===== config.mk =====
export PLATFORM = sky130hd
export DESIGN_NAME = rrq_ram
export DESIGN_NICKNAME = d
export VERILOG_FILES = /design/src/hdl/rrq_ram.sv
export SDC_FILE = /design/constraint.sdc
export NUM_CORES = 1
export LEC_CHECK = 0
export ABC_AREA = 1
export BUFFER_PORTS_ARGS = -buffer_cell sky130_fd_sc_hd__buf_2
export CAP_MARGIN = 10
export CELL_PAD_IN_SITES_DETAIL_PLACEMENT = 1
export CELL_PAD_IN_SITES_GLOBAL_PLACEMENT = 1
export CORE_ASPECT_RATIO = 0.5
export CORE_MARGIN = 5
export CORE_UTILIZATION = 40
export DETAILED_ROUTE_END_ITERATION = 7
export GPL_TIMING_DRIVEN = 0
export PLACE_DENSITY_LB_ADDON = 0.08
export REMOVE_ABC_BUFFERS = 1
export SLEW_MARGIN = 15
export SYNTH_ARGS = -nofsm -noshare
export SYNTH_HDL_FRONTEND = slang
export SYNTH_SLANG_ARGS = --single-unit

===== constraint.sdc =====
create_clock -name i_clk -period 6.5 [get_ports i_clk]
set_input_delay 0.325 -clock i_clk [delete_from_list [all_inputs] [get_ports i_clk]]
set_output_delay 0.325 -clock i_clk [all_outputs]
set_load 0.005 [all_outputs]

===== src/hdl/rrq_ram.sv =====
// simple dual port ram with registered read data
`default_nettype none
module rrq_ram #(
    parameter int DEPTH = 16,
    parameter int WIDTH = 32,
    localparam int AW = (DEPTH > 1) ? $clog2(DEPTH) : 1
) (
    input  wire logic             i_clk,
    input  wire logic             i_we,
    input  wire logic [AW-1:0]    i_waddr,
    input  wire logic [WIDTH-1:0] i_wdata,
    input  wire logic             i_re,
    input  wire logic [AW-1:0]    i_raddr,
    output logic      [WIDTH-1:0] o_rdata
);

    logic [WIDTH-1:0] r_mem [DEPTH];
    logic [WIDTH-1:0] r_rdata;

    always_ff @(posedge i_clk) begin
        if (i_we) begin
            r_mem[i_waddr] <= i_wdata;
        end
        if (i_re) begin
            r_rdata <= r_mem[i_raddr];
        end
    end

    assign o_rdata = r_rdata;

endmodule
`default_nettype wire


=== Word level (Yosys, flattened, before mapping) ===
Memories as Yosys holds them, arrays and structs flattened. A register that Yosys moved wholly into a read port is not among the register bits.
Index checks and enable logic that the tools add are counted.
Widths: inputs -> output; s select.

* Flip-flop bits (word level): 0
* Bits in writable memories: 512
* Logic and storage cells: 3
* Memories: 1

* Multiplexer cells: 2

{| class="wikitable"
|+ Memories
! name !! depth !! width !! rd ports !! clocked after memory_dff !! write ports !! line !! RTL
|-
| r_mem || 16 || 32 || 1 || 1 || 1 || 17 || <nowiki>logic [WIDTH-1:0] r_mem [DEPTH];</nowiki>
|}

{| class="wikitable"
|+ Operator list
! operator !! count
|-
| $mux 1 || 2
|}

=== Longest topological paths before layout ===
Gate-level depths: netlist (run 1).

* Depth in word-level cells: 2
* Gate-level depth with buffers: 10
* Gate-level depth less buffers: 7

=== Worst setup path after synthesis (run 1) ===
OpenSTA, ideal clock, no wires.

* Path type: input to register
* Start: in i_waddr[2]
* End: mem r_mem[10][0] (enable)
* Setup time: 0.421 ns
* Arrival time: 1.897 ns
* Required time: 6.079 ns
* Slack: 4.182 ns
* Cell stages on the path: 2
* Path through: nand3b_1 nor2_1

{| class="wikitable"
|+ RTL lines
! item !! line !! RTL
|-
| start, declared || 10 || <nowiki>input wire logic [AW-1:0] i_waddr,</nowiki>
|-
| end, declared || 17 ||
|}

Straight into the memory's write port.

==> impl_metrics.csv, run 1 <==
group,metric,value,unit
power_and_ir_drop,p_comb_frac,0.064,
floorplan,die_w,349,um
logic_synthesis,synthAdderAreaFrac,0,
drt,route.vias.total,14600,
layout,finalInstanceArea,26400,um^2
logic_synthesis,synth.avg_cell_area,10.9,um^2
floorplan,start_util,0.403,
status,status,"finished, final reports clean",
logic_synthesis,synth.area.top_cells,"edfxtp_1 71%, nand2_1 11%, nand3_1 8.4%, inv_1 6.3%, buf_6 1.4%",
logic_synthesis,synth_top_area_cell,"edfxtp_1",
global_routing,grt_pass1_wl,92.6,mm
clock_network,insertion_delay,0.58,ns
clock_network,htreeDepth,2,
worst_setup_path,crit_path_end_kind,"register",
layout,drive_gt1_frac,0.0870,
layout,syn_to_final_growth,14.3,%
logic_synthesis,yosysSeqAreaShare,0.709,
global_routing,grt_pass1_vias,15200,
clock_network,cts_tree,"done",
timing,rsz0062_at_grt,"false",
flow_run,cap_violations,0,
placed_design,dp_hpwl,33.4,mm
timing,hold_viol,0,
floorplan,core_area,57200,um^2
logic_synthesis,ys_ff_latch,544,
drt,dr.pass1.iters,5,
layout,fin_util,0.461,
clock_network,cts_setup_buffers,0,
worst_setup_path,crit_start,"i_raddr[0]",
timing,fin_crit_sh,0.339,
clock_network,post_cts_resized,0,
worst_setup_path,cp_max_fo,179,
worst_setup_path,worstPathRequired,6.82,ns
timing,relSlewSlack,0.372,
global_routing,grt_usage,0.195,
logic_synthesis,synth_top_family_by_area,"simple AND/OR/NAND/NOR gates",
layout,final_cells,2986,
timing,setup_ws,4.29,ns
global_routing,grt-ovfl-total,0,
worst_setup_path,cp.arrival,2.52,ns
clock_network,clk_pin_slew,0.07,ns
global_routing,grt_max_degree,180,
power_and_ir_drop,swShare,0.223,
timing,setup_violations,0,
floorplan,rows,62,
logic_synthesis,yosys.area.top_type_share,0.709,
global_routing,antenna_found_initial,0,
power_and_ir_drop,p_switching,0.00164,W
logic_synthesis,synthSimpleGateAreaFrac,0.197,
placed_design,io_buffers,74,
placed_design,dpl_cell_area,24800,um^2
power_and_ir_drop,peakVddDrop,0.000188,V
logic_synthesis,synth_warnings,0,
placed_design,place_inst,2895,
timing,worst_pin_slew,0.943,ns
drt,viasPerCell,4.89,
worst_setup_path,rr_worst_depth,6,
clock_network,cts_made_buffers,51,
layout,n_antenna_cell,0,
clock_network,cts_sinks,544,
placed_design,gp_congestion,0.676,
worst_setup_path,start_kind,"primary input",
min_path,hold_path_end,"r_mem[9][25]",
clock_network,cts_hold_buf,0,
power_and_ir_drop,p_seq_frac,0.541,
logic_synthesis,yosysUniqueCellTypes,14,
timing,maxSlewViolCount,0,
power_and_ir_drop,power_frac_clock,0.395,
power_and_ir_drop,intPower,0.00570,W
timing,min_period,2.21,ns
clock_network,cts-root-buf,"clkbuf_16",
placed_design,preCtsSetupSlack,3.70,ns
layout,final_nets,2223,
drt,drc,0,
timing,timing.hold.ws,0.118,ns
timing,clock_skew,0.0115,ns
power_and_ir_drop,powerDensity,278,nW/um^2
min_path,hold_start,"i_wdata[25]",
drt,ant_nets,0,
power_and_ir_drop,power.leakage,11.0,nW
worst_setup_path,r2r-start,"r_mem[14][20]",
worst_setup_path,path_class,"in2reg",
drt,finalWirelength,61.6,mm
worst_setup_path,r2r_setup_slack,5.27,ns
min_path,whs_path_depth,1,
floorplan,die_y,180,um
drt,post_drt_wl_per_cell,20.6,um
timing,max_freq,453,MHz
min_path,hp-class,"in2reg",
logic_synthesis,synth-compound-area-share,0,
worst_setup_path,reg2reg_to,"o_rdata[20]",
drt,drtIter0Drc,1089,
logic_synthesis,muxShareOfSynthArea,0,
logic_synthesis,postSynthCellCount,2120,
floorplan,ios,75,
clock_network,cts_buffer_depth,3,
floorplan,die_area,62800,um^2
logic_synthesis,synthXorXnorAreaFrac,0,
logic_synthesis,syn_area,23100,um^2
through the flow:
step / total power [W] / setup TNS, ns
after floorplan: 0.00425 / 0
after global placement: 0.00451 / -99.04
after detailed placement: 0.00452 / 0
after CTS: 0.00741 / 0
after global routing: 0.00761 / 0
final: 0.00733 / 0
Yosys cell counts, drive strengths merged:
cell type,instances
nand2,677
edfxtp,544
inv,390
nand3,385
buf,91
nor2,17
clkbuf,14
nand3b,2
power groups by stage:
stage          combinational, W  clock (W)  sequential, W
2_1_floorplan          0.000206          0        0.00405
3_3_place_gp           0.000463          0        0.00405
3_5_place_dp           0.000479          0        0.00404
4_1_cts                0.000480    0.00296        0.00397
5_1_grt                0.000525    0.00311        0.00397
6_report               0.000470    0.00290        0.00397
area by class of cell:
cell class | instances | area (um^2)
Clock buffer | 74 | 1410
Clock inverter | 17 | 149
Fill cell | 6085 | 30800
Inverter | 390 | 1490
Multi-Input combinational cell | 1081 | 4670
Sequential cell | 544 | 16300
Tap cell | 768 | 961
Timing Repair Buffer | 112 | 1350
sequential cells by signal (all words and copies together), names as in the netlist:
signal	cells
r_mem	512
o_rdata	32
cell families (layout without fill, tap and decap cells):
logic type,after synthesis,after routing
and+or+nand+nor,1081,1081
DFF,544,544
buffers and inverters,495,593
worst max-delay path by stage:
stage	endpoint	slack, ns
after floorplan	o_rdata[0]	3.76
after global placement	o_rdata[30]	-3.20
after detailed placement	o_rdata[22]	3.70
after CTS	o_rdata[22]	4.32
after global routing	o_rdata[4]	4.17
final	o_rdata[26]	4.29
worst max-delay path: stages:
cell	delay, ns
buf_8	0.31
buf_16	0.41
inv_16	0.21
buf_16	0.34
nand2_1	0.23
nand2_1	0.07
nand2_1	0.06
nand3_1	0.08
nand3_1	0.13
nand2_1	0.08
metal layers:
metal,share of wire,vias to the layer above,track usage
li1,-,6986,-
met1,0.45,7285,0.257
met2,0.49,239,0.344
met3,0.037,96,0.0269
met4,0.022,0,0.0433
met5,0,-,0
cells in the final DEF (no fill, tap or decap), drive strengths merged:
cell	netlist	final
nand2	677	677
clkbuf	14	74
clkinv	0	14
nor2	17	17
edfxtp	544	544
nand3b	2	2
bufinv	0	3
inv	390	390
buf	91	112
nand3	385	385
(Power assumes the default switching activity.)
==> run 2: changes to the inputs <==
clock period = 1.8 ns   (was 6.5 ns; I/O delays follow)
==> run 2 against run 1 <==
Against the previous run: clock skew grew 0.00062 ns; combinational power grew to 3.8 times the previous value; critical endpoint is now o_rdata[22]; non-clock buffer count grew 34; flip-flop and latch count is the same; die area is the same; cell count grew 1.1%; register-to-register slack lost 4.7 ns; power grew to 3.6 times the previous value; via count grew 1.5%; global-route usage grew 0.46 points; critical path type unchanged; worst setup slack lost 4.1 ns; sequential share of layout area shrank 0.92 points.
==> impl_metrics.csv, run 2 (synthesis gave the netlist of run 1 again) <==
group,metric,value,unit
status,status,"finished, final reports clean",
clock_network,cts_buffer_depth,3,
worst_setup_path,path_class,"in2reg",
worst_setup_path,rr_worst_depth,6,
timing,fin_crit_sh,0.910,
layout,final_common_cell,"nand2_1",
worst_setup_path,cp_common_cell,"nand3_1",
clock_network,cts-root-buf,"clkbuf_16",
placed_design,dp_hpwl,33.4,mm
layout,largest_register,"r_mem",
drt,ant_nets,0,
layout,final_cells,3020,
floorplan,die_w,349,um
timing,maxSlewViolCount,0,
drt,dr.pass1.iters,5,
global_routing,grt_pass1_vias,15500,
timing,relSlewSlack,0.430,
drt,finalWirelength,62.9,mm
drt,drc,0,
placed_design,gp_congestion,0.676,
global_routing,grt_usage,0.199,
placed_design,io_buffers,74,
global_routing,grt_max_degree,113,
global_routing,grt-ovfl-total,0,
flow_run,cap_violations,0,
timing,max_freq,610,MHz
drt,route.vias.total,14800,
drt,post_drt_wl_per_cell,20.8,um
layout,n_antenna_cell,0,
clock_network,cts_tree,"done",
clock_network,insertion_delay,0.58,ns
floorplan,rows,62,
layout,final_nets,2257,
timing,rsz0062_at_grt,"false",
worst_setup_path,cp.arrival,1.94,ns
floorplan,core_area,57200,um^2
worst_setup_path,start_kind,"primary input",
clock_network,clk_pin_slew,0.06,ns
placed_design,place_inst,2895,
timing,hold_viol,0,
timing,worst_pin_slew,0.852,ns
global_routing,antenna_found_initial,0,
power_and_ir_drop,powerDensity,993,nW/um^2
clock_network,htreeDepth,2,
floorplan,die_area,62800,um^2
placed_design,dpl_cell_area,24800,um^2
min_path,hold_path_end,"o_rdata[15]",
layout,fin_util,0.468,
min_path,hold_start,"i_re",
worst_setup_path,worstPathRequired,2.10,ns
floorplan,ios,75,
global_routing,grt_pass1_wl,94.6,mm
worst_setup_path,crit_path_end_kind,"register",
power_and_ir_drop,peakVddDrop,0.000679,V
worst_setup_path,reg2reg_to,"o_rdata[20]",
floorplan,start_util,0.403,
power_and_ir_drop,power.leakage,11.1,nW
worst_setup_path,path_cells,"buf_12 -> buf_16 -> inv_8 -> buf_16 -> nand3_1 -> nand3_1 -> nand3_1 -> nand2_1",
worst_setup_path,critical_path.slowest_cell,"buf_16",
layout,syn_to_final_growth,16.0,%
worst_setup_path,cp_max_fo,72,
layout,final_cell_mix,"677 x nand2_1, 544 x edfxtp_1, 386 x inv_1",
timing,setup_violations,0,
min_path,hp-class,"in2reg",
clock_network,cts_made_buffers,51,
worst_setup_path,r2r_setup_slack,0.60,ns
layout,fillers,6076,
timing,min_period,1.64,ns
timing,clock_skew,0.0121,ns
worst_setup_path,cpPeakStageDelay,0.32,ns
worst_setup_path,r2r-start,"r_mem[14][20]",
clock_network,cts_sinks,544,
floorplan,die_y,180,um
drt,viasPerCell,4.91,
drt,drtIter0Drc,1025,
layout,finalInstanceArea,26700,um^2
layout,seq_area,16300,um^2
layout,largest_register_ffs,512,
layout,multi_input_area,4670,um^2
layout,drive_gt1_frac,0.0866,
min_path,whs_path_depth,1,
-- run 2: changes by cell type in the layout (fill, tap and decap cells not counted), sizes merged --
cell,delta
dlygate4sd3,+32
bufbuf,+2
-- run 2: per-stage QoR --
step / setup TNS (ns) / setup WS (ns) / hold slack [ns] / power (W)
after floorplan: -155.74 / -0.703 / 0.189 / 0.0154
after global placement: -1659.76 / -7.67 / 0.469 / 0.0163
after detailed placement: -36.30 / -0.763 / 0.477 / 0.0163
after CTS: 0 / 0.0160 / 0.0986 / 0.0269
after global routing: 0 / 0.0459 / 0.109 / 0.0276
final: 0 / 0.162 / 0.106 / 0.0266
-- run 2: critical path: cells and delay by family --
kind / cells / cell delay, ns
buf+inv: 4 / 1.21
simple gates: 4 / 0.47
-- run 2: power by group --
group / internal, W / total, W / leakage (nW) / switching, W
Combinational: 0.000556 / 0.00179 / 5.45 / 0.00123
Sequential: 0.0143 / 0.0143 / 4.94 / 0.0000676
Clock: 0.00582 / 0.0104 / 0.754 / 0.00463
-- run 2: worst max path at each step --
stage / startpoint / endpoint / slack [ns]
2_1_floorplan: i_raddr[1] / o_rdata[0] / -0.70
5_1_grt: i_raddr[0] / o_rdata[13] / 0.05
4_1_cts: i_raddr[1] / o_rdata[22] / 0.02
6_report: i_raddr[1] / o_rdata[22] / 0.16
3_5_place_dp: i_raddr[0] / o_rdata[22] / -0.76
3_3_place_gp: i_raddr[0] / o_rdata[30] / -7.67
-- run 2: what timing repair did --
action                                  4_1_cts  5_1_grt
gates cloned                                  2        0
hold buffers                                 32        0
resized for setup                             0        2
endpoints found under the hold margin       512        0
pin swaps                                     0        0
setup buffers                                 0        0
endpoints found under the setup margin       24       13
-- run 2: final cells by class --
type | count | share of cell area
multi-input cells | 1081 | 0.174
repair buffers | 146 | 0.0651
flip-flops and latches | 544 | 0.611
inverters | 390 | 0.0557
clock buffers | 74 | 0.0525
clock inverters | 17 | 0.00557
well taps | 768 | 0.0359
-- run 2: metal layers --
layer / global-route usage / share of wire / vias to the layer above
met1: 0.263 / 0.45 / 7413
met4: 0.0455 / 0.023 / 0
li1: - / - / 7064
met2: 0.351 / 0.49 / 239
met3: 0.0275 / 0.036 / 102
met5: 0 / 0 / -
==> run 3: changes to the inputs <==
PLACE_DENSITY = 0.69   (was unset)
PLACE_DENSITY_LB_ADDON = unset   (was 0.08)
clock period = 2.1 ns   (was 1.8 ns; I/O delays follow)
==> run 3 against run 2 <==
Against the previous run: cell area fell by 0.17%; clock skew hardly changed; sequential power fell by 14%; power down 15%; largest cell class unchanged; highest routed layer unchanged; register-to-register slack improved by 0.24 ns; global-route usage up 0.054 points; worst setup slack gained 0.11 ns.
==> impl_metrics.csv, run 3 (synthesis gave the netlist of run 1 again) <==
group,metric,value,unit
status,status,"finished, final reports clean",
floorplan,die_w,349,um
clock_network,cts_sinks,544,
drt,ant_nets,0,
drt,viasPerCell,5.06,
worst_setup_path,cp_max_fo,33,
worst_setup_path,path_cells,"buf_2 -> inv_2 -> buf_12 -> nand3_1 -> nand2_1",
placed_design,preCtsSetupSlack,-0.285,ns
floorplan,core_area,57200,um^2
drt,route.vias.total,15300,
layout,fillers,6111,
floorplan,rows,62,
layout,drive_gt1_frac,0.0875,
layout,largest_register,"r_mem",
timing,setup_ws,0.273,ns
clock_network,clk_pin_slew,0.06,ns
floorplan,die_y,180,um
clock_network,cts_buffer_depth,3,
global_routing,grt_pass1_vias,16300,
power_and_ir_drop,power,0.0227,W
timing,maxSlewViolCount,0,
layout,n_antenna_cell,0,
worst_setup_path,crit_path_end_kind,"register",
global_routing,grt-ovfl-total,0,
power_and_ir_drop,peakVddDrop,0.000559,V
timing,worst_pin_slew,1.28,ns
timing,rsz0062_at_grt,"false",
clock_network,insertion_delay,0.58,ns
timing,setup_violations,0,
power_and_ir_drop,power.leakage,11.1,nW
worst_setup_path,cpPeakStageDelay,0.93,ns
clock_network,cts-root-buf,"clkbuf_16",
layout,final_nets,2256,
clock_network,post_cts_resized,0,
worst_setup_path,cp.arrival,2.14,ns
drt,drtIter0Drc,1291,
timing,fin_crit_sh,0.870,
placed_design,gp_congestion,0.686,
floorplan,ios,75,
timing,relSlewSlack,0.150,
worst_setup_path,start_kind,"primary input",
min_path,hp-class,"in2reg",
drt,dr.pass1.iters,5,
worst_setup_path,critical_path.slowest_cell,"buf_2",
clock_network,htreeDepth,2,
placed_design,io_buffers,74,
worst_setup_path,path_class,"in2reg",
clock_network,cts_made_buffers,52,
global_routing,grt_max_degree,165,
layout,fin_util,0.467,
placed_design,dp_hpwl,34.5,mm
drt,drc,0,
layout,final_common_cell,"nand2_1",
worst_setup_path,worstPathRequired,2.41,ns
flow_run,cap_violations,0,
layout,largest_register_ffs,512,
floorplan,die_area,62800,um^2
drt,finalWirelength,63.5,mm
timing,clock_skew,0.0124,ns
timing,hold_viol,0,
floorplan,start_util,0.403,
global_routing,antenna_found_initial,0,
layout,final_cell_mix,"677 x nand2_1, 544 x edfxtp_1, 386 x inv_1",
global_routing,grt_usage,0.200,
timing,min_period,1.83,ns
drt,post_drt_wl_per_cell,21.0,um
layout,syn_to_final_growth,15.8,%
timing,timing.hold.ws,0.129,ns
global_routing,grt_pass1_wl,96.3,mm
power_and_ir_drop,powerDensity,849,nW/um^2
clock_network,cts_tree,"done",
timing,max_freq,547,MHz
run 3: changes by cell type in the layout (fill, tap and decap cells not counted), sizes merged:
| cell | delta |
|---|---|
| bufbuf | -2 |
| bufinv | -1 |
| clkbuf | -14 |
| clkinv | +12 |
| clkinvlp | +2 |
| inv | +3 |
run 3: power by group:
part           total [W]  switching [W]  internal, W
Combinational    0.00153        0.00106     0.000464
Clock            0.00884        0.00401      0.00484
Sequential        0.0123      0.0000652       0.0122
run 3: critical path, delay by kind of cell:
kind | cells | cell delay, ns
buf+inv | 3 | 1.74
simple gates | 2 | 0.24
run 3: final cells by class:
type,count,area (um^2),area share
flip-flops and latches,544,16300,0.612
clock inverters,33,208,0.00778
inverters,390,1490,0.0557
multi-input cells,1081,4670,0.175
clock buffers,60,1350,0.0506
well taps,768,961,0.0360
repair buffers,144,1690,0.0634
run 3: worst paths after layout:
check	slack, ns	from	to	cells past startpoint
worst max-delay path	0.27	i_raddr[3]	o_rdata[5]	5
worst min-delay path	0.13	i_re	o_rdata[16]	1
worst max register to register	0.84	r_mem[4][5]	o_rdata[5]	6
worst min register to register	0.74	r_mem[11][8]	o_rdata[8]	6
run 3: timing repair:
action                                  CTS  global route
endpoints found under the hold margin   512             0
buffers inserted                          0             0
hold buffers                             32             0
endpoints found under the setup margin    0             0
run 3: per-stage QoR:
step / instances / area [um^2] / TNS [ns]
after floorplan: 2015 / 22300 / -13.34
after global placement: 2857 / 23700 / -1396.18
final: 3020 / 26700 / 0
after global routing: 3020 / 26700 / 0
after detailed placement: 2895 / 24800 / -6.43
after CTS: 3020 / 26700 / 0
run 3: routing by layer:
| metal | vias to the layer above | share of wire | global-route usage |
|---|---|---|---|
| li1 | 7066 | - | - |
| met1 | 7769 | 0.42 | 0.256 |
| met2 | 351 | 0.51 | 0.363 |
| met3 | 94 | 0.048 | 0.0278 |
| met4 | 0 | 0.020 | 0.0438 |
| met5 | - | 0 | 0 |
