==> config.mk <==
export PLATFORM = sky130hd
export DESIGN_NAME = rrq_sched
export DESIGN_NICKNAME = d
export VERILOG_FILES = /design/src/hdl/rrq_pkg.sv /design/src/hdl/rrq_sched.sv
export SDC_FILE = /design/constraint.sdc
export NUM_CORES = 1
export LEC_CHECK = 0
export BUFFER_PORTS_ARGS = -buffer_cell sky130_fd_sc_hd__buf_2
export CORE_MARGIN = 3
export CORE_UTILIZATION = 30
export DETAILED_ROUTE_END_ITERATION = 16
export PLACE_DENSITY = 0.44
export SYNTH_ARGS = -nofsm -noshare
export SYNTH_HDL_FRONTEND = slang
export SYNTH_SLANG_ARGS = --single-unit
==> constraint.sdc <==
create_clock -name i_clk -period 10.2 [get_ports i_clk]
set_input_delay 0.51 -clock i_clk [delete_from_list [all_inputs] [get_ports i_clk]]
set_output_delay 0.51 -clock i_clk [all_outputs]
set_load 0.01 [all_outputs]
==> src/hdl/rrq_pkg.sv <==
// shared types and constants for the round robin event queues
`default_nettype none
package rrq_pkg;

    localparam int MAX_QUEUES    = 8;
    localparam int QID_W         = 3;
    localparam int CFG_W         = 4;
    localparam int SRC_W         = 4;
    localparam int PAYLOAD_WIDTH = 32;

    localparam logic [SRC_W-1:0] STACK_SOURCE = 4'd8;

    // operation codes
    localparam logic [1:0] FUNC_PUSH_Q = 2'd0;
    localparam logic [1:0] FUNC_PUSH_S = 2'd1;
    localparam logic [1:0] FUNC_FETCH  = 2'd2;
    localparam logic [1:0] FUNC_CLEAR  = 2'd3;

    // status codes
    localparam logic [1:0] ST_OK        = 2'd0;
    localparam logic [1:0] ST_FULL      = 2'd1;
    localparam logic [1:0] ST_BAD_QUEUE = 2'd2;
    localparam logic [1:0] ST_EMPTY     = 2'd3;

    // decision of the scheduler for one operation
    typedef struct packed {
        logic             ev_valid;
        logic [SRC_W-1:0] source;
        logic [1:0]       status;
        logic             from_stack;
        logic             need_read;
    } t_result;

endpackage
`default_nettype wire

==> src/hdl/rrq_sched.sv <==
// queue pointers, stack count, round robin search and per-operation decision
`default_nettype none
module rrq_sched import rrq_pkg::*; #(
    parameter int QUEUE_DEPTH = 16,
    parameter int STACK_DEPTH = 8,
    localparam int HP_W  = $clog2(QUEUE_DEPTH),
    localparam int CNT_W = $clog2(QUEUE_DEPTH + 1),
    localparam int QA_W  = $clog2(MAX_QUEUES * QUEUE_DEPTH),
    localparam int SA_W  = (STACK_DEPTH > 1) ? $clog2(STACK_DEPTH) : 1,
    localparam int SC_W  = $clog2(STACK_DEPTH + 1)
) (
    input  wire logic             i_clk,
    input  wire logic             i_rst_n,
    input  wire logic             i_go,
    input  wire logic [1:0]       i_func,
    input  wire logic [QID_W-1:0] i_queue_id,
    input  wire logic [CFG_W-1:0] i_queues_in_use,
    output t_result               o_res,
    output logic                  o_q_we,
    output logic                  o_q_re,
    output logic      [QA_W-1:0]  o_q_addr,
    output logic                  o_s_we,
    output logic                  o_s_re,
    output logic      [SA_W-1:0]  o_s_addr
);

    logic [HP_W-1:0]  r_head [MAX_QUEUES];
    logic [HP_W-1:0]  r_tail [MAX_QUEUES];
    logic [CNT_W-1:0] r_cnt  [MAX_QUEUES];
    logic [SC_W-1:0]  r_sc;
    logic [QID_W-1:0] r_ptr;

    logic [CFG_W-1:0] act_cnt;
    logic [MAX_QUEUES-1:0] nonempty;
    logic [QID_W-1:0] start;
    logic             found_hi, found_lo, found;
    logic [QID_W-1:0] q_hi, q_lo, sel;
    logic [CFG_W-1:0] sel_p1;
    logic [SC_W-1:0]  sc_dec;
    logic [QA_W-1:0]  wr_addr, rd_addr;
    logic             is_fetch;

    always_comb begin
        act_cnt = (i_queues_in_use > CFG_W'(MAX_QUEUES)) ? CFG_W'(MAX_QUEUES)
                                                         : i_queues_in_use;
        for (int q = 0; q < MAX_QUEUES; q++) begin
            nonempty[q] = (r_cnt[q] != '0) && (CFG_W'(q) < act_cnt);
        end
        // a stale pointer restarts the search at queue zero
        start = ({1'b0, r_ptr} < act_cnt) ? r_ptr : '0;
        found_hi = 1'b0;
        found_lo = 1'b0;
        q_hi     = '0;
        q_lo     = '0;
        for (int q = MAX_QUEUES - 1; q >= 0; q--) begin
            if (nonempty[q] && (QID_W'(q) >= start)) begin
                found_hi = 1'b1;
                q_hi     = QID_W'(q);
            end
            if (nonempty[q]) begin
                found_lo = 1'b1;
                q_lo     = QID_W'(q);
            end
        end
        found  = found_hi | found_lo;
        sel    = found_hi ? q_hi : q_lo;
        sel_p1 = {1'b0, sel} + 1'b1;
        sc_dec = r_sc - 1'b1;
        wr_addr = QA_W'(QA_W'(i_queue_id) * QA_W'(QUEUE_DEPTH)) + QA_W'(r_tail[i_queue_id]);
        rd_addr = QA_W'(QA_W'(sel) * QA_W'(QUEUE_DEPTH)) + QA_W'(r_head[sel]);
    end

    always_comb begin
        o_res    = '0;
        o_q_we   = 1'b0;
        o_q_re   = 1'b0;
        o_s_we   = 1'b0;
        o_s_re   = 1'b0;
        o_s_addr = r_sc[SA_W-1:0];
        is_fetch = (i_func == FUNC_FETCH);
        unique case (i_func)
            FUNC_PUSH_Q: begin
                if ({1'b0, i_queue_id} >= act_cnt) begin
                    o_res.status = ST_BAD_QUEUE;
                end else if (r_cnt[i_queue_id] == CNT_W'(QUEUE_DEPTH)) begin
                    o_res.status = ST_FULL;
                end else begin
                    o_q_we = i_go;
                end
            end
            FUNC_PUSH_S: begin
                if (r_sc == SC_W'(STACK_DEPTH)) begin
                    o_res.status = ST_FULL;
                end else begin
                    o_s_we = i_go;
                end
            end
            FUNC_FETCH: begin
                if (r_sc != '0) begin
                    o_s_re           = i_go;
                    o_s_addr         = sc_dec[SA_W-1:0];
                    o_res.ev_valid   = 1'b1;
                    o_res.source     = STACK_SOURCE;
                    o_res.from_stack = 1'b1;
                    o_res.need_read  = 1'b1;
                end else if (found) begin
                    o_q_re          = i_go;
                    o_res.ev_valid  = 1'b1;
                    o_res.source    = {1'b0, sel};
                    o_res.need_read = 1'b1;
                end else begin
                    o_res.status = ST_EMPTY;
                end
            end
            FUNC_CLEAR: begin
                o_res.status = ST_OK;
            end
            default: begin
                o_res.status = ST_OK;
            end
        endcase
        o_q_addr = is_fetch ? rd_addr : wr_addr;
    end

    always_ff @(posedge i_clk) begin
        if (!i_rst_n) begin
            for (int q = 0; q < MAX_QUEUES; q++) begin
                r_head[q] <= '0;
                r_tail[q] <= '0;
                r_cnt[q]  <= '0;
            end
            r_sc  <= '0;
            r_ptr <= '0;
        end else if (i_go) begin
            if (o_q_we) begin
                r_tail[i_queue_id] <= (r_tail[i_queue_id] == HP_W'(QUEUE_DEPTH - 1))
                                      ? '0 : r_tail[i_queue_id] + 1'b1;
                r_cnt[i_queue_id]  <= r_cnt[i_queue_id] + 1'b1;
            end
            if (o_s_we) begin
                r_sc <= r_sc + 1'b1;
            end
            if (o_s_re) begin
                r_sc <= sc_dec;
            end
            if (o_q_re) begin
                r_head[sel] <= (r_head[sel] == HP_W'(QUEUE_DEPTH - 1))
                               ? '0 : r_head[sel] + 1'b1;
                r_cnt[sel]  <= r_cnt[sel] - 1'b1;
                r_ptr       <= (sel_p1 >= act_cnt) ? '0 : sel_p1[QID_W-1:0];
            end
            if (i_func == FUNC_CLEAR) begin
                for (int q = 0; q < MAX_QUEUES; q++) begin
                    r_head[q] <= '0;
                    r_tail[q] <= '0;
                    r_cnt[q]  <= '0;
                end
            end
        end
    end

    a_stack_bound: assert property (@(posedge i_clk) disable iff (!i_rst_n)
        r_sc <= SC_W'(STACK_DEPTH))
        else $error("stack count beyond depth");

    a_stack_pop: assert property (@(posedge i_clk) disable iff (!i_rst_n)
        (i_go && o_res.from_stack) |=>
            (r_ptr == $past(r_ptr)) && (r_sc == $past(sc_dec)))
        else $error("stack pop disturbed pointer or count");

endmodule
`default_nettype wire

## Yosys cells after proc, flatten, opt, wreduce, memory -nomap -nowiden

Memories as Yosys holds them, arrays and structs flattened.
Cells that the tools add are included.
Widths: inputs -> output; s select.

- Register bits after elaboration: 7
- Bits in writable memories: 104
- Input bits: 12
- Output and inout bits: 23
- Logic and storage cells: 214
- Memories: 3

Memory list:

| name | words | width | rd ports | clocked after Yosys merged registers in | write ports | RTL line | text |
|---|---|---|---|---|---|---|---|
| r_cnt | 8 | 5 | 10 | 0 | 8 | rrq_sched.sv:29 | `logic [CNT_W-1:0] r_cnt [MAX_QUEUES];` |
| r_head | 8 | 4 | 1 | 0 | 8 | rrq_sched.sv:27 | `logic [HP_W-1:0] r_head [MAX_QUEUES];` |
| r_tail | 8 | 4 | 1 | 0 | 8 | rrq_sched.sv:28 | `logic [HP_W-1:0] r_tail [MAX_QUEUES];` |

- Add/sub/neg operators: 9
- $lt $le $gt $ge: 20
- Eq/ne operators: 7
- Muxes and demuxes: 115
- Bitwise gates (word level): 25
- Reduce and logical (&&, ||, !) cells: 33

Operators with widths:

| cell | count |
|---|---|
| $mux 4 | 23 |
| $mux 3 | 25 |
| $mux 5 | 13 |
| $mux 1 | 48 |
| $reduce_bool 5->1 | 8 |
| $or 1x1->1 | 25 |
| $logic_and 1x1->1 | 16 |
| $lt 3x4->1 const A | 4 |
| $add 7x4->7 | 2 |
| $add 4x1->4 const B | 3 |
| $eq 4x4->1 const B | 3 |
| $ge 3x3->1 const A | 4 |
| $reduce_or 5->1 | 2 |
| $lt 1x4->1 const A | 2 |
| $lt 2x4->1 const A | 2 |
| $mux 2 | 4 |
| $pmux 2 s4 | 1 |
| $reduce_or 4->1 | 2 |
| $mux 7 | 1 |
| $ge 1x3->1 const A | 2 |
| $ge 2x3->1 const A | 2 |
| $add 5x1->5 const B | 1 |
| $eq 5x5->1 const B | 1 |
| $sub 5x1->5 const B | 1 |
| 12 further kinds | 14 |

## Longest topological paths before layout

Gate-level depths: netlist of run 1.

- Depth after elaboration: 24
- Mapped depth: 22

## Worst setup path after synthesis of run 1

Ideal clock, no wire load.

- Path type: in2reg
- From: input i_queues_in_use[3]
- To: memory r_cnt[0][4] (netlist bit) (data pin)
- Arrival time: 4.490 ns
- Slack: 5.446 ns
- Cell stages on the path: 19
- Cells stage by stage: buf_2 inv_1 nand2_1 ha_1 or2_1 a221oi_1 nand2b_1 a311oi_4 nand3_2 nand2_1 buf_2 mux2_2 o22a_1 nand2_1 ha_1 inv_1 or4_4 mux2i_4 a21oi_1

RTL lines:

| element | RTL line | text |
|---|---|---|
| start: declaration | rrq_sched.sv:17 | `input wire logic [CFG_W-1:0] i_queues_in_use,` |
| end: declaration | rrq_sched.sv:29 |  |

==> results of run 1 <==
## through the flow
step                      power, W  std cells  hold WS (ns)   util  setup slack (ns)
after floorplan           0.000716        735         0.489      -              5.45
after global placement    0.000793       1047         0.554  0.328              4.48
after detailed placement  0.000795       1047         0.564  0.328              4.19
after CTS                  0.00117       1063         0.577  0.341              4.60
after global routing       0.00121       1063         0.597  0.341              4.04
final                      0.00116       1063         0.575  0.341              4.58
## power groups by stage
stage / Clock, W / Sequential [W] / Combinational (W)
finish: 0.000377 / 0.000540 / 0.000247
global route: 0.000399 / 0.000541 / 0.000271
CTS: 0.000386 / 0.000539 / 0.000246
detailed placement: 0 / 0.000549 / 0.000245
global placement: 0 / 0.000550 / 0.000243
floorplan: 0 / 0.000538 / 0.000178
## cells by family (layout without fill, tap and decap cells)
| family | Yosys count | count (layout) | synth area share |
|---|---|---|---|
| AO/OA/AOI/OAI | 176 | 176 | 0.173 |
| XOR/XNOR | 11 | 11 | 0.0145 |
| adder cells (fa/ha/maj) | 17 | 17 | 0.0297 |
| buffers and inverters | 60 | 75 | 0.0387 |
| flip-flops | 111 | 111 | 0.456 |
| multiplexers | 49 | 49 | 0.0845 |
| AND/OR/NAND/NOR | 311 | 311 | 0.203 |
## synthesized netlist by cell type, drive strengths merged (10+ instances only)
library cell / number
mux2: 18
nand2: 85
nand4: 10
edfxtp: 104
and3: 17
mux2i: 25
o22ai: 11
inv: 21
clkbuf: 16
o21ai: 21
nand3: 14
a31oi: 15
buf: 22
ha: 17
a21oi: 48
nor3: 14
nor2: 119
## layout make-up
| cell class | instances | area share |
|---|---|---|
| multi-input cells | 564 | 0.461 |
| repair buffers | 37 | 0.0245 |
| clock buffers | 9 | 0.0286 |
| inverters | 22 | 0.0108 |
| flip-flops and latches | 111 | 0.415 |
| clock inverters | 7 | 0.0111 |
| well taps | 313 | 0.0498 |
## worst max-delay path, stage by stage
cell,delay [ns]
buf_2,0.27
inv_1,0.16
nand2_1,0.15
ha_1,0.30
a211oi_2,0.36
o211ai_1,0.17
a32oi_2,0.64
nand3_2,0.30
nand2_1,0.54
inv_2,0.27
mux2_2,0.29
o22ai_1,0.08
nor2_1,0.26
ha_1,0.29
inv_1,0.06
or3_1,0.36
o21bai_1,0.57
nor2_1,0.09
## sequential cells by signal, indices dropped and copies added, names as in the netlist
signal and cells:
r_head 32, r_cnt 40, r_tail 32, r_sc 4
r_ptr 3
## final timing paths
check,cells after the start,startpoint,to
setup / recovery,18,i_queues_in_use[3],r_head[7][0]
hold / removal,2,r_ptr[2],r_ptr[2]
setup reg to reg,15,r_ptr[1],r_head[7][0]
hold reg to reg,2,r_ptr[2],r_ptr[2]
## layer usage
layer  part of all wire  track usage  wire (um)  vias to the layer above
li1                   -            -          -                     2760
met1               0.46        0.239      10200                     2880
met2               0.46        0.269      10200                      217
met3              0.062       0.0364       1380                       35
met4              0.025       0.0564        547                        0
met5                  0            0          0                        -
==> impl_metrics.py, run 1 <==
metrics = {
    "setup_path": {
        "rrSetupSlack_ns": 4.80,
        "cp-end-kind": "register",
        "cp_max_fo": 17,
        "crit_type": "input pin to register",
        "cp.arrival_ns": 5.71,
        "start_kind": "input pin",
        "crit_required_ns": 10.28,
    },
    "die": {
        "die_x_um": 160,
        "num_io_pins": 35,
        "rows": 55,
        "core_sq_um": 23100,
        "start_util": 0.310,
        "chipHeight_um": 160,
        "die_area_sq_um": 25700,
    },
    "global_route": {
        "track_usage": 0.172,
        "overflow": 0,
        "antenna_found_initial": 0,
        "first_global_vias": 5799,
        "grt_first_pass_wirelength_um": 34300,
        "grt_max_degree": 35,
    },
    "placement": {
        "postPlaceCellArea_sq_um": 7560,
        "gp_congestion": 0.887,
        "port_buffers": 34,
        "place_hpwl_um": 16400,
    },
    "yosys": {
        "synth_top_area_frac": 0.437,
        "synth_area_leaders": "edfxtp_1, nor2_1, nand2_1",
        "yosysWarningCount": 0,
        "ys_ff_latch": 111,
        "synthDistinctLibCells": 77,
        "synth_area_sq_um": 7150,
        "syn_nets": 764,
        "yosysTopAreaCell": "edfxtp_1",
        "synth-main-ff-cell": "edfxtp_1",
        "async_flop_share": 0,
        "synth_area_per_cell_sq_um": 9.73,
        "synth_cells": 735,
        "yosysSeqAreaShare": 0.456,
        "synth_edf_count": 104,
    },
    "routing": {
        "routed_wl_um": 22300,
        "drtAntennaViolNets": 0,
        "drtPass1Iterations": 5,
        "num_vias": 5892,
        "drc": 0,
        "viasPerCell": 5.54,
        "routedWlPerCell_um": 21.0,
        "drt_iter0_drc": 498,
    },
    "clocking": {
        "path_clk_slew_ns": 0.07,
        "postCtsResizedCells": 0,
        "numCtsBuffers": 9,
        "cts_tree": "built",
        "cts-root-buf": "clkbuf_16",
        "clk_path_buf_depth": 2,
        "cts-hold-fix-buffers": 0,
        "post-cts-setup-buffer-count": 0,
        "htree_levels": 3,
        "clock_sinks": 111,
        "clkLatencyLatePin_ns": 0.36,
    },
    "sta": {
        "drv_slew": 0,
        "setup_viol": 0,
        "hold_viol": 0,
        "relSlewSlack": 0.263,
        "fin_crit_ns": 5.62,
        "fmax_ghz": 0.178,
        "rsz0062_at_grt": "no",
        "finalCritPeriodShare": 0.551,
        "worst-slew-pin-transition_ns": 1.10,
        "skew_ns": 0.0150,
        "setup_tns_ns": 0,
    },
    "layout": {
        "regArea_sq_um": 3260,
        "multi_input_area_sq_um": 3630,
        "antenna_cells": 0,
        "fillCellCount": 2351,
        "area_delta_synth_final_pct": 10.1,
        "final_cell_mix": "nor2_1, edfxtp_1, nand2_1, a21oi_1, buf_2",
        "final_net_count": 774,
        "drive_above_1_share": 0.133,
        "final_common_cell": "nor2_1",
        "fin_area_sq_um": 7870,
    },
    "status": {
        "status": "finished clean",
    },
    "power": {
        "p_leak_nw": 2.94,
        "p_switching_w": 0.000367,
        "comb_power_share": 0.212,
        "seq_power_share": 0.464,
        "sw_frac_of_total": 0.316,
        "irDropWorstVdd_mv": 0.0717,
        "internal_power_w": 0.000796,
        "p_per_area_nw_per_um2": 148,
        "clockPowerShare": 0.324,
    },
    "flow_run": {
        "maxCapViolCount": 0,
    },
    "min_path": {
        "worstHoldPathType": "register to register",
    },
}
No activity file was read; power rests on OpenSTA's default activity.
==> run 2: changes to the inputs <==
Settings changed: PLACE_DENSITY 0.44 to 0.45.
Clock period 10.2 ns to 5.07 ns, I/O delays scaled along.
==> run 2 against run 1 <==
Against the previous run: via count up 2.1%; die area unchanged; sequential cell count unchanged; first-iteration DRC count up 20%; combinational power up 110%; non-clock buffer count up 16; critical path depth down 3; wire length up 2.2%; final area up 1.3%; clock-buffer cell count up 1; core utilization up 0.43 points; critical path type is now register to register; largest power group unchanged; highest routed layer unchanged.
==> impl_metrics.py, run 2 (synthesis gave the netlist of run 1 again) <==
metrics = {
    "status": {
        "status": "finished clean",
    },
    "clocking": {
        "cts_tree": "built",
        "path_clk_slew_ns": 0.09,
        "numCtsBuffers": 9,
        "clkLatencyLatePin_ns": 0.36,
        "clk_path_buf_depth": 2,
        "post-cts-setup-buffer-count": 0,
        "cts-hold-fix-buffers": 0,
        "clock_sinks": 111,
        "htree_levels": 3,
        "postCtsResizedCells": 0,
        "cts-root-buf": "clkbuf_16",
    },
    "global_route": {
        "grt_first_pass_wirelength_um": 35100,
        "antenna_found_initial": 0,
        "grt_max_degree": 29,
        "overflow": 0,
        "first_global_vias": 5977,
        "track_usage": 0.175,
    },
    "layout": {
        "top_regs": "r_cnt: 40 flops, r_head: 32 flops, r_tail: 32 flops",
        "area_delta_synth_final_pct": 11.5,
        "largest_register_ffs": 40,
        "top_register": "r_cnt",
        "drive_above_1_share": 0.151,
        "final_cell_mix": "nor2_1, edfxtp_1, nand2_1, a21oi_1, buf_2",
        "fin_cells": 1079,
        "fin_area_sq_um": 7970,
        "antenna_cells": 0,
        "final_common_cell": "nor2_1",
        "final_net_count": 790,
    },
    "sta": {
        "finalCritPeriodShare": 0.937,
        "hold_viol": 0,
        "worst-slew-pin-transition_ns": 1.08,
        "rsz0062_at_grt": "no",
        "fin_crit_ns": 4.75,
        "drv_slew": 0,
        "fmax_ghz": 0.211,
        "skew_ns": 0.0161,
        "setup_tns_ns": 0,
        "relSlewSlack": 0.282,
        "setup_viol": 0,
    },
    "placement": {
        "postPlaceCellArea_sq_um": 7680,
        "port_buffers": 34,
        "gp_congestion": 0.896,
        "place_inst": 1063,
        "place_hpwl_um": 16700,
    },
    "power": {
        "clockPowerShare": 0.312,
        "internal_power_w": 0.00157,
        "p_per_area_nw_per_um2": 292,
        "p_switching_w": 0.000751,
        "seq_power_share": 0.468,
        "irDropWorstVdd_mv": 0.137,
        "sw_frac_of_total": 0.323,
        "comb_power_share": 0.221,
        "p_leak_nw": 3.01,
    },
    "routing": {
        "viasPerCell": 5.57,
        "drtPass1Iterations": 5,
        "drtAntennaViolNets": 0,
        "routed_wl_um": 22800,
        "routedWlPerCell_um": 21.1,
        "drt_iter0_drc": 596,
        "num_vias": 6014,
        "drc": 0,
    },
    "die": {
        "die_x_um": 160,
        "core_sq_um": 23100,
        "start_util": 0.310,
        "num_io_pins": 35,
        "rows": 55,
        "die_area_sq_um": 25700,
        "chipHeight_um": 160,
    },
    "setup_path": {
        "crit_required_ns": 5.16,
        "r2r-start": "r_ptr[1]",
        "cp.arrival_ns": 4.84,
        "rrSetupSlack_ns": 0.32,
        "crit_type": "register to register",
        "r2r_cells": 15,
        "start_kind": "register",
        "cp-end-kind": "register",
        "r2r_end": "r_cnt[2][4]",
        "cp_max_fo": 9,
    },
    "min_path": {
        "worstHoldPathType": "input pin to register",
        "hold_depth": 4,
        "min_to": "r_sc[1]",
        "hold_start": "i_go",
    },
    "flow_run": {
        "maxCapViolCount": 0,
    },
}
[run 2: power groups by stage]
stage / sequential, W / combinational (W) / clock (W)
after floorplan: 0.00108 / 0.000358 / 0
after global placement: 0.00111 / 0.000509 / 0
after detailed placement: 0.00111 / 0.000509 / 0
after CTS: 0.00109 / 0.000512 / 0.000729
after global routing: 0.00109 / 0.000559 / 0.000770
final: 0.00109 / 0.000513 / 0.000725
[run 2: how the worst max path moves through the flow]
stage	startpoint	end	slack, ns	cells past startpoint
after floorplan	i_queues_in_use[3]	r_cnt[0][4]	0.57	19
after global placement	i_queues_in_use[3]	r_cnt[2][4]	0.33	18
after detailed placement	i_queues_in_use[3]	r_cnt[0][4]	0.16	18
after CTS	r_ptr[1]	r_cnt[0][4]	0.36	15
after global routing	r_ptr[1]	r_head[7][0]	0.04	17
final	r_ptr[1]	r_cnt[2][4]	0.32	15
[run 2: metrics by stage]
step                hold WS [ns]  worst slack, ns  total power (W)  utilization
floorplan                  0.466            0.572          0.00144            -
detailed placement         0.563            0.165          0.00162        0.333
CTS                        0.347            0.358          0.00233        0.346
global route               0.375           0.0390          0.00242        0.346
global placement           0.552            0.335          0.00162        0.333
finish                     0.352            0.322          0.00232        0.346
[run 2: metal layers]
layer | up-vias | global-route usage | wire length (um)
met5 | - | 0 | 0
met4 | 0 | 0.0485 | 481
met3 | 26 | 0.0299 | 1390
met2 | 221 | 0.286 | 10600
met1 | 2976 | 0.239 | 10300
li1 | 2791 | - | -
[run 2: cell type report]
| cell class | instances | area (sq um) |
|---|---|---|
| clock buffer | 10 | 229 |
| inverter | 22 | 85.1 |
| clock inverter | 6 | 62.6 |
| tap | 313 | 392 |
| fill | 2379 | 15100 |
| multi-input combinational | 564 | 3630 |
| timing repair buffer | 53 | 313 |
| sequential | 111 | 3260 |
[run 2: critical path: stages, from the launching register on]
cell and delay [ns]:
dfxtp_1 0.51, ha_1 0.35, or2_1 0.24, a221oi_1 0.37, nand2b_1 0.18, a311oi_4 0.45, nand3_2 0.23, nand2_1 0.23
mux2_2 0.36, o22a_1 0.21, nand2_1 0.09, ha_1 0.15, inv_1 0.06, or4_4 0.55, mux2i_4 0.35, a21oi_1 0.12
